## src/rati_pkg.sv

```systemverilog
// ============================================================================
// rati_pkg
// Shared types and constants of the radix text-to-integer unit: request and
// result payloads, configuration register indexes and character codes.
// ============================================================================
package rati_pkg;

    localparam int MAX_SYMBOLS_DEFAULT = 16;

    localparam int CFG_INDEX_W = 2;
    localparam int CFG_DATA_W  = 64;

    localparam logic [CFG_INDEX_W-1:0] CFG_ALPHABET_LOW  = 2'd0;
    localparam logic [CFG_INDEX_W-1:0] CFG_ALPHABET_HIGH = 2'd1;
    localparam logic [CFG_INDEX_W-1:0] CFG_BASE_LENGTH   = 2'd2;

    localparam int LENGTH_W = 5;

    localparam logic [7:0] CHAR_NUL   = 8'h00;
    localparam logic [7:0] CHAR_SPACE = 8'h20;
    localparam logic [7:0] CHAR_FF    = 8'h0C;
    localparam logic [7:0] CHAR_TAB   = 8'h09;
    localparam logic [7:0] CHAR_LF    = 8'h0A;
    localparam logic [7:0] CHAR_CR    = 8'h0D;
    localparam logic [7:0] CHAR_VT    = 8'h0B;
    localparam logic [7:0] CHAR_PLUS  = 8'h2B;
    localparam logic [7:0] CHAR_MINUS = 8'h2D;

    typedef struct packed {
        logic [7:0] character;
        logic       end_of_string;
    } request_t;

    typedef struct packed {
        logic signed [31:0] value;
        logic               base_valid;
    } result_t;

    function automatic logic is_space(input logic [7:0] c);
        return (c == CHAR_SPACE) || (c == CHAR_FF) || (c == CHAR_TAB) ||
               (c == CHAR_LF) || (c == CHAR_CR) || (c == CHAR_VT);
    endfunction

    function automatic logic is_sign(input logic [7:0] c);
        return (c == CHAR_PLUS) || (c == CHAR_MINUS);
    endfunction

endpackage

```

## src/radix_alphabet_text_to_integer_unit.sv

```systemverilog
// ============================================================================
// radix_alphabet_text_to_integer_unit
// Converts a byte stream to a signed 32-bit integer in a radix whose digit
// symbols are set through the configuration channel.
// ============================================================================
// Usage:
//   Send one request per string byte on item/item_valid; the request with
//   end_of_string set closes the string and yields one result on
//   result/result_valid. Other requests yield nothing.
//   Configuration: write alphabet_low (index 0), alphabet_high (index 1) and
//   base_length (index 2) on cfg_valid/cfg_index/cfg_data while the unit is
//   idle; cfg_ready is always high.
//   Throughput: one request per cycle while item_stall is low. A request is
//   registered at the input, then the symbol compare and multiply-add act on
//   the input register, and a terminator's result goes to the result register.
//   When result_stall holds the result register full, a following terminator
//   waits in the input register and item_stall rises; other bytes keep
//   flowing.
//   Reset clears the parse state, the result valid flag and all configuration
//   registers (an empty alphabet, which is invalid).
// ============================================================================
module radix_alphabet_text_to_integer_unit #(
    parameter int MAX_SYMBOLS = rati_pkg::MAX_SYMBOLS_DEFAULT
) (
    input  logic                                 clk,
    input  logic                                 rst_n,
    input  logic                                 item_valid,
    output logic                                 item_stall,
    input  rati_pkg::request_t                   item,
    output logic                                 result_valid,
    input  logic                                 result_stall,
    output rati_pkg::result_t                    result,
    input  logic                                 cfg_valid,
    output logic                                 cfg_ready,
    input  logic [rati_pkg::CFG_INDEX_W-1:0]     cfg_index,
    input  logic [rati_pkg::CFG_DATA_W-1:0]      cfg_data
);
    import rati_pkg::*;

    localparam int IDX_W = (MAX_SYMBOLS > 1) ? $clog2(MAX_SYMBOLS) : 1;

    typedef enum logic [1:0] {PH_SKIP, PH_DIGITS, PH_DONE} phase_t;
    typedef enum logic [1:0] {SS_AWAIT, SS_SIGN, SS_DONE} sign_stage_t;
    typedef enum logic [1:0] {SF_PLUS, SF_MINUS, SF_ZERO} sign_factor_t;

    logic [7:0]          symbol_reg [MAX_SYMBOLS];
    logic [7:0]          symbol_next [MAX_SYMBOLS];
    logic [LENGTH_W-1:0] length_reg, length_next;

    logic                item_valid_reg, item_valid_next;
    request_t            item_reg, item_next;

    phase_t              phase_reg, phase_next;
    sign_stage_t         stage_reg, stage_next;
    sign_factor_t        factor_reg, factor_next;
    logic [31:0]         acc_reg, acc_next;

    logic                result_valid_reg, result_valid_next;
    result_t             result_reg, result_next;

    logic                proc_go, proc_fire;
    logic [LENGTH_W-1:0] used_count;
    logic                digit_hit;
    logic [IDX_W-1:0]    digit;
    logic                alphabet_ok;
    logic [7:0]          c;

    assign cfg_ready    = 1'b1;
    assign c            = item_reg.character;
    assign proc_go      = !item_reg.end_of_string || !result_valid_reg || !result_stall;
    assign proc_fire    = item_valid_reg && proc_go;
    assign item_stall   = item_valid_reg && !proc_go;
    assign result_valid = result_valid_reg;
    assign result       = result_reg;

    assign used_count = (length_reg <= LENGTH_W'(MAX_SYMBOLS)) ? length_reg : '0;

    always_comb
    begin
        digit_hit = 1'b0;
        digit     = '0;
        for (int i = MAX_SYMBOLS - 1; i >= 0; i--)
        begin
            if ((LENGTH_W'(i) < used_count) && (symbol_reg[i] == c))
            begin
                digit_hit = 1'b1;
                digit     = IDX_W'(i);
            end
        end
    end

    always_comb
    begin
        alphabet_ok = (used_count >= LENGTH_W'(2));
        for (int i = 0; i < MAX_SYMBOLS; i++)
        begin
            if (LENGTH_W'(i) < used_count)
            begin
                if ((symbol_reg[i] == CHAR_NUL) || is_space(symbol_reg[i]) ||
                    is_sign(symbol_reg[i]))
                begin
                    alphabet_ok = 1'b0;
                end
                for (int j = i + 1; j < MAX_SYMBOLS; j++)
                begin
                    if ((LENGTH_W'(j) < used_count) && (symbol_reg[i] == symbol_reg[j]))
                    begin
                        alphabet_ok = 1'b0;
                    end
                end
            end
        end
    end

    always_comb
    begin
        for (int i = 0; i < MAX_SYMBOLS; i++)
        begin
            symbol_next[i] = symbol_reg[i];
            if (cfg_valid && cfg_ready)
            begin
                if ((i < 8) && (cfg_index == CFG_ALPHABET_LOW))
                begin
                    symbol_next[i] = cfg_data[(i % 8) * 8 +: 8];
                end
                if ((i >= 8) && (cfg_index == CFG_ALPHABET_HIGH))
                begin
                    symbol_next[i] = cfg_data[(i % 8) * 8 +: 8];
                end
            end
        end
        length_next = length_reg;
        if (cfg_valid && cfg_ready && (cfg_index == CFG_BASE_LENGTH))
        begin
            length_next = cfg_data[LENGTH_W-1:0];
        end
    end

    always_comb
    begin
        item_valid_next = item_valid_reg;
        item_next       = item_reg;
        if (item_valid && !item_stall)
        begin
            item_valid_next = 1'b1;
            item_next       = item;
        end
        else if (proc_fire)
        begin
            item_valid_next = 1'b0;
        end
    end

    always_comb
    begin
        phase_next        = phase_reg;
        stage_next        = stage_reg;
        factor_next       = factor_reg;
        acc_next          = acc_reg;
        result_valid_next = result_valid_reg && result_stall;
        result_next       = result_reg;
        if (proc_fire)
        begin
            if (item_reg.end_of_string)
            begin
                result_valid_next      = 1'b1;
                result_next.base_valid = alphabet_ok;
                result_next.value      = '0;
                if (alphabet_ok)
                begin
                    case (factor_reg)
                        SF_PLUS:  result_next.value = acc_reg;
                        SF_MINUS: result_next.value = 32'd0 - acc_reg;
                        default:  result_next.value = '0;
                    endcase
                end
                phase_next  = PH_SKIP;
                stage_next  = SS_AWAIT;
                factor_next = SF_PLUS;
                acc_next    = '0;
            end
            else
            begin
                case (stage_reg)
                    SS_AWAIT:
                    begin
                        if (!is_space(c))
                        begin
                            if (c == CHAR_MINUS)
                            begin
                                factor_next = SF_MINUS;
                                stage_next  = SS_SIGN;
                            end
                            else if (c == CHAR_PLUS)
                            begin
                                stage_next = SS_SIGN;
                            end
                            else
                            begin
                                stage_next = SS_DONE;
                            end
                        end
                    end
                    SS_SIGN:
                    begin
                        if (is_space(c))
                        begin
                            factor_next = SF_ZERO;
                        end
                        stage_next = SS_DONE;
                    end
                    default:
                    begin
                        stage_next = stage_reg;
                    end
                endcase

                if ((phase_reg == PH_DIGITS) ||
                    ((phase_reg == PH_SKIP) && !is_space(c) && !is_sign(c)))
                begin
                    if (digit_hit)
                    begin
                        phase_next = PH_DIGITS;
                        acc_next   = 32'(acc_reg * {27'd0, used_count}) + 32'(digit);
                    end
                    else
                    begin
                        phase_next = PH_DONE;
                    end
                end
            end
        end
    end

    always_ff @(posedge clk or negedge rst_n)
    begin
        if (!rst_n)
        begin
            for (int i = 0; i < MAX_SYMBOLS; i++)
            begin
                symbol_reg[i] <= '0;
            end
            length_reg       <= '0;
            item_valid_reg   <= 1'b0;
            phase_reg        <= PH_SKIP;
            stage_reg        <= SS_AWAIT;
            factor_reg       <= SF_PLUS;
            acc_reg          <= '0;
            result_valid_reg <= 1'b0;
        end
        else
        begin
            for (int i = 0; i < MAX_SYMBOLS; i++)
            begin
                symbol_reg[i] <= symbol_next[i];
            end
            length_reg       <= length_next;
            item_valid_reg   <= item_valid_next;
            phase_reg        <= phase_next;
            stage_reg        <= stage_next;
            factor_reg       <= factor_next;
            acc_reg          <= acc_next;
            result_valid_reg <= result_valid_next;
        end
    end

    always_ff @(posedge clk)
    begin
        item_reg   <= item_next;
        result_reg <= result_next;
    end

    a_result_from_terminator: assert property (@(posedge clk) disable iff (!rst_n)
        $rose(result_valid) |-> $past(item_valid_reg && item_reg.end_of_string))
        else $error("result without a terminator request");

    a_invalid_gives_zero: assert property (@(posedge clk) disable iff (!rst_n)
        result_valid && !result.base_valid |-> result.value == 32'sd0)
        else $error("invalid alphabet with nonzero value");

    a_clear_after_end: assert property (@(posedge clk) disable iff (!rst_n)
        proc_fire && item_reg.end_of_string |=>
            acc_reg == '0 && phase_reg == PH_SKIP && factor_reg == SF_PLUS)
        else $error("parse state not cleared after terminator");

    a_stall_only_on_blocked_end: assert property (@(posedge clk) disable iff (!rst_n)
        item_stall |-> item_reg.end_of_string && result_valid_reg && result_stall)
        else $error("input stalled without a blocked result");

endmodule

```

## config.mk

```make
export PLATFORM = sky130hd
export DESIGN_NAME = radix_alphabet_text_to_integer_unit
export DESIGN_NICKNAME = d
export VERILOG_FILES = /design/src/rati_pkg.sv /design/src/radix_alphabet_text_to_integer_unit.sv
export SDC_FILE = /design/constraint.sdc
export NUM_CORES = 2
export LEC_CHECK = 0
export ABC_AREA = 1
export BUFFER_PORTS_ARGS = -buffer_cell sky130_fd_sc_hd__clkbuf_2
export CAP_MARGIN = 20
export CORE_UTILIZATION = 30
export DETAILED_ROUTE_END_ITERATION = 10
export SLEW_MARGIN = 20
export SYNTH_ARGS = -nofsm -noshare
export SYNTH_HDL_FRONTEND = slang
export SYNTH_SLANG_ARGS = --single-unit
```

## constraint.sdc

```tcl
create_clock -name clk -period 11.2 [get_ports clk]
set_clock_uncertainty 0.1 [all_clocks]
set_input_delay 0.56 -clock clk [delete_from_list [all_inputs] [get_ports clk]]
set_output_delay 0.56 -clock clk [all_outputs]
set_load 0.01 [all_outputs]
```

==> summary.txt <==
Status
  • Status: finished, final reports clean

Global routing
  • Largest net degree at the start of global routing: 84
  • Number of global-route vias before repair: 29.9k
  • Total track usage: 32.5%
  • Antenna violations before repair: 7
  • Aggregate global routing overflow: 0
  • Global-route wire length before repair: 229000 um

Final layout
  • Max FFs per register: 128
  • Layout cells sized above 1: 8.58%
  • FILL cells: 10.4k
  • Nets: 4508
  • Syn-to-layout area delta: 9.76%

Clocking
  • Setup Fix Bufs, Post-CTS: 0
  • Clk_lat worst skew: 0.68 ns
  • CTS Buffer Depth: 3
  • Total CTS buffers: 30
  • CTS tree: built
  • Clock root cell: clkbuf_16
  • CTS clk-pin slew, worst paths: 0.08 ns
  • Clock sink count: 215
  • H-tree depth: 1

Route
  • DR pass1 iterations: 9
  • Number of DRC markers in iteration 0: 4446
  • Drt wl/cell: 29.3 um
  • Routed vias: 31.8k
  • Detailed Route WL: 164000 um
  • Detail Route Antenna Nets: 0
  • Number of vias per cell: 5.69
  • DR DRC count: 0

Synthesis
  • Synth top area share: 16.1%
  • Async S/R FF share, synth: 80.5%
  • Cell count after synthesis: 4323
  • Share of the yosys chip area belonging to registers: 19.1%
  • Synth cell count leaders: nand2_1, xor2_1, inv_1, nor2_1, xnor2_1
  • Synth Register Bits: 215
  • Synth Flop Type: dfrtp_1
  • Synth top area cells: xor2_1, dfrtp_1, nand2_1, xnor2_1, fa_1
  • Most frequent cell after synthesis: nand2_1
  • Netlist cell types: 55
  • Mean Syn Cell Area: 6.76 um2
  • Syn nets: 4552
  • YS warnings: 0
  • Synth area leader: xor2_1
  • Number of flops mapped to enable cells by yosys: 42
  • Syn Std Cell Area: 0.0292 mm2

Timing
  • Measured slew at the worst slew-check pin: 1.14 ns
  • Final hold vios: 0
  • F_max: 155 MHz
  • Unrepaired setup endpoints after global routing: false
  • Rel. slew slack: 23.5%
  • Period Utilization, post-route: 57.5%
  • Max Slew Vio Count: 0
  • Setup TNS: 0 ns
  • Final min period: 6.44 ns
  • Final setup violation count: 0

Die
  • # IOs: 116
  • Rows: 114
  • Core area: 0.0966 mm2
  • Die area: 0.0987 mm2
  • Initial cell density of the core: 30.3%
  • Chip width: 314 um
  • Die Span Y: 314 um

Setup path
  • Startpoint Class: flop
  • Arrival time worst endpoint: 6.85 ns
  • Crit-path most repeated cell: nand2_1
  • Crit Path Max Fanout: 15
  • Cell with the biggest individual delay on the critical path: fa_1
  • Worst Setup End Kind: flop
  • CP Buf/Inv Count: 2
  • Critical path type: reg2reg
  • Critical path's top delay family: simple AND/OR/NAND/NOR gates
  • Max incr delay on CP: 0.52 ns
  • CP required: 11.61 ns

Power
  • Peak supply drop: 0.141 mV
  • Tot Pwr: 5000 uW
  • Leak: 0.0148 uW
  • PD cells: 156 mW/mm2

Placement
  • Detailed placement HPWL: 111000 um
  • Routability cong.: 1.07
  • IO Port Bufs: 114

Hold path
  • HP Class: in2reg

Run
  • Max-Cap Viols: 0
==> worst paths after layout <==
path                            depth (start not counted)  slack (ns)                 startpoint                          end
worst max register to register                         26        4.76  length_reg[1]$_DFFE_PN0P_      acc_reg[19]$_DFFE_PN0P_
worst min register to register                          2        0.38   phase_reg[0]$_DFFE_PN0P_     phase_reg[0]$_DFFE_PN0P_
worst min-delay path                                    3        0.02               cfg_data[45]   symbol_reg[85]$_DFFE_PN0P_
worst max-delay path                                   26        4.76  length_reg[1]$_DFFE_PN0P_      acc_reg[19]$_DFFE_PN0P_
max in group asynchronous                               3        9.27                      rst_n  symbol_reg[123]$_DFFE_PN0P_
min in group asynchronous                               2        0.31                      rst_n   symbol_reg[27]$_DFFE_PN0P_
==> kinds of logic (layout without fill, tap and decap cells) <==
family,count (synthesis),after routing,synth area share [%]
AOI/OAI and AO/OA,482,482,8.95
xor gates and xnor gates,793,793,23.8
adders and majority gates,149,149,8.59
buffers and inverters,735,715,10.6
DFF,215,215,19.1
other,1,2,0.0128
and+or+nand+nor,1948,1948,29.0
==> worst reg2reg max path, cell delays in order, from the launching register on <==
cell and delay [ns]:
dfrtp_1 0.43, nor2_2 0.20, nand3_2 0.34, nand2_4 0.41, nand2_1 0.25, nor2_4 0.47
nand4_1 0.27, nand2_1 0.20, nor2_1 0.08, a21oi_1 0.28, fa_1 0.46, ha_1 0.28
inv_1 0.05, fa_1 0.52, inv_1 0.05, ha_1 0.27, nand2_1 0.06, nor2_1 0.10
a21oi_1 0.13, o21ai_0 0.47, a21oi_1 0.18, o21ai_0 0.33, nand2_1 0.09, nand2_1 0.09
nand2_1 0.05, nand3_1 0.06, o22ai_1 0.09
==> per-stage QoR <==
| step | setup slack (ns) | hold slack, ns | instances | util, % | cell area [um2] |
|---|---|---|---|---|---|
| 3_5_place_dp | 4.54 | 0.368 | 5517 | 32.1 | 31000 |
| 2_1_floorplan | 6.35 | 0.164 | 4323 | - | 29200 |
| 6_report | 4.76 | 0.0243 | 5580 | 33.2 | 32100 |
| 3_3_place_gp | 4.60 | 0.360 | 5517 | 32.1 | 31000 |
| 5_1_grt | 4.33 | 0.0193 | 5579 | 33.2 | 32100 |
| 4_1_cts | 4.53 | 0.00249 | 5578 | 33.2 | 32000 |
==> report_power, final <==
part / total [uW] / leakage [uW] / switching, uW / internal (uW)
registers: 982 / 0.00261 / 93.5 / 888
logic: 2970 / 0.0117 / 2150 / 822
clock network: 1050 / 0.000511 / 452 / 600
total: 5000 / 0.0148 / 2690 / 2310
==> cell usage in the layout (no fill, tap or decap), types with 17 or more instances in the layout <==
cell | synthesis | final
nor2_1 | 320 | 318
nand2_1 | 1020 | 1020
dfrtp_1 | 173 | 168
o22ai_1 | 32 | 32
fa_1 | 86 | 86
nand3_1 | 189 | 187
inv_1 | 346 | 346
xnor2_1 | 255 | 255
a21oi_1 | 164 | 164
o211ai_1 | 17 | 17
xor2_1 | 538 | 538
edfxtp_1 | 42 | 42
nor4_1 | 74 | 72
ha_1 | 63 | 63
clkbuf_2 | 0 | 113
clkbuf_16 | 0 | 30
buf_4 | 6 | 155
clkinv_1 | 24 | 24
o21ai_0 | 204 | 204
nor3_1 | 137 | 136
o21ai_1 | 22 | 21
nand4_1 | 183 | 183
==> layer usage <==
metal,global-route usage [%],part of all wire (%),vias up
li1,-,-,13800
met1,42.7,40,15100
met2,45.6,40,2270
met3,11.8,14,604
met4,18.0,6.5,12
met5,0,0.053,-
==> area by class of cell <==
| cell class | instances | area, um2 | share of cell area [%] |
|---|---|---|---|
| multi-input cells | 3373 | 20600 | 64.2 |
| flip-flops and latches | 215 | 5600 | 17.4 |
| repair buffers | 275 | 1800 | 5.61 |
| well taps | 1276 | 1600 | 4.98 |
| inverters | 384 | 1440 | 4.49 |
| clock buffers | 39 | 835 | 2.60 |
| clock inverters | 17 | 213 | 0.663 |
| diodes | 1 | 2.50 | 0.00780 |
==> timing repair <==
action,4_1_cts,5_1_grt
gates resized for setup,0,0
hold buffers,5,0
endpoints found under the hold margin,50,0
(Power assumes the default switching activity.)
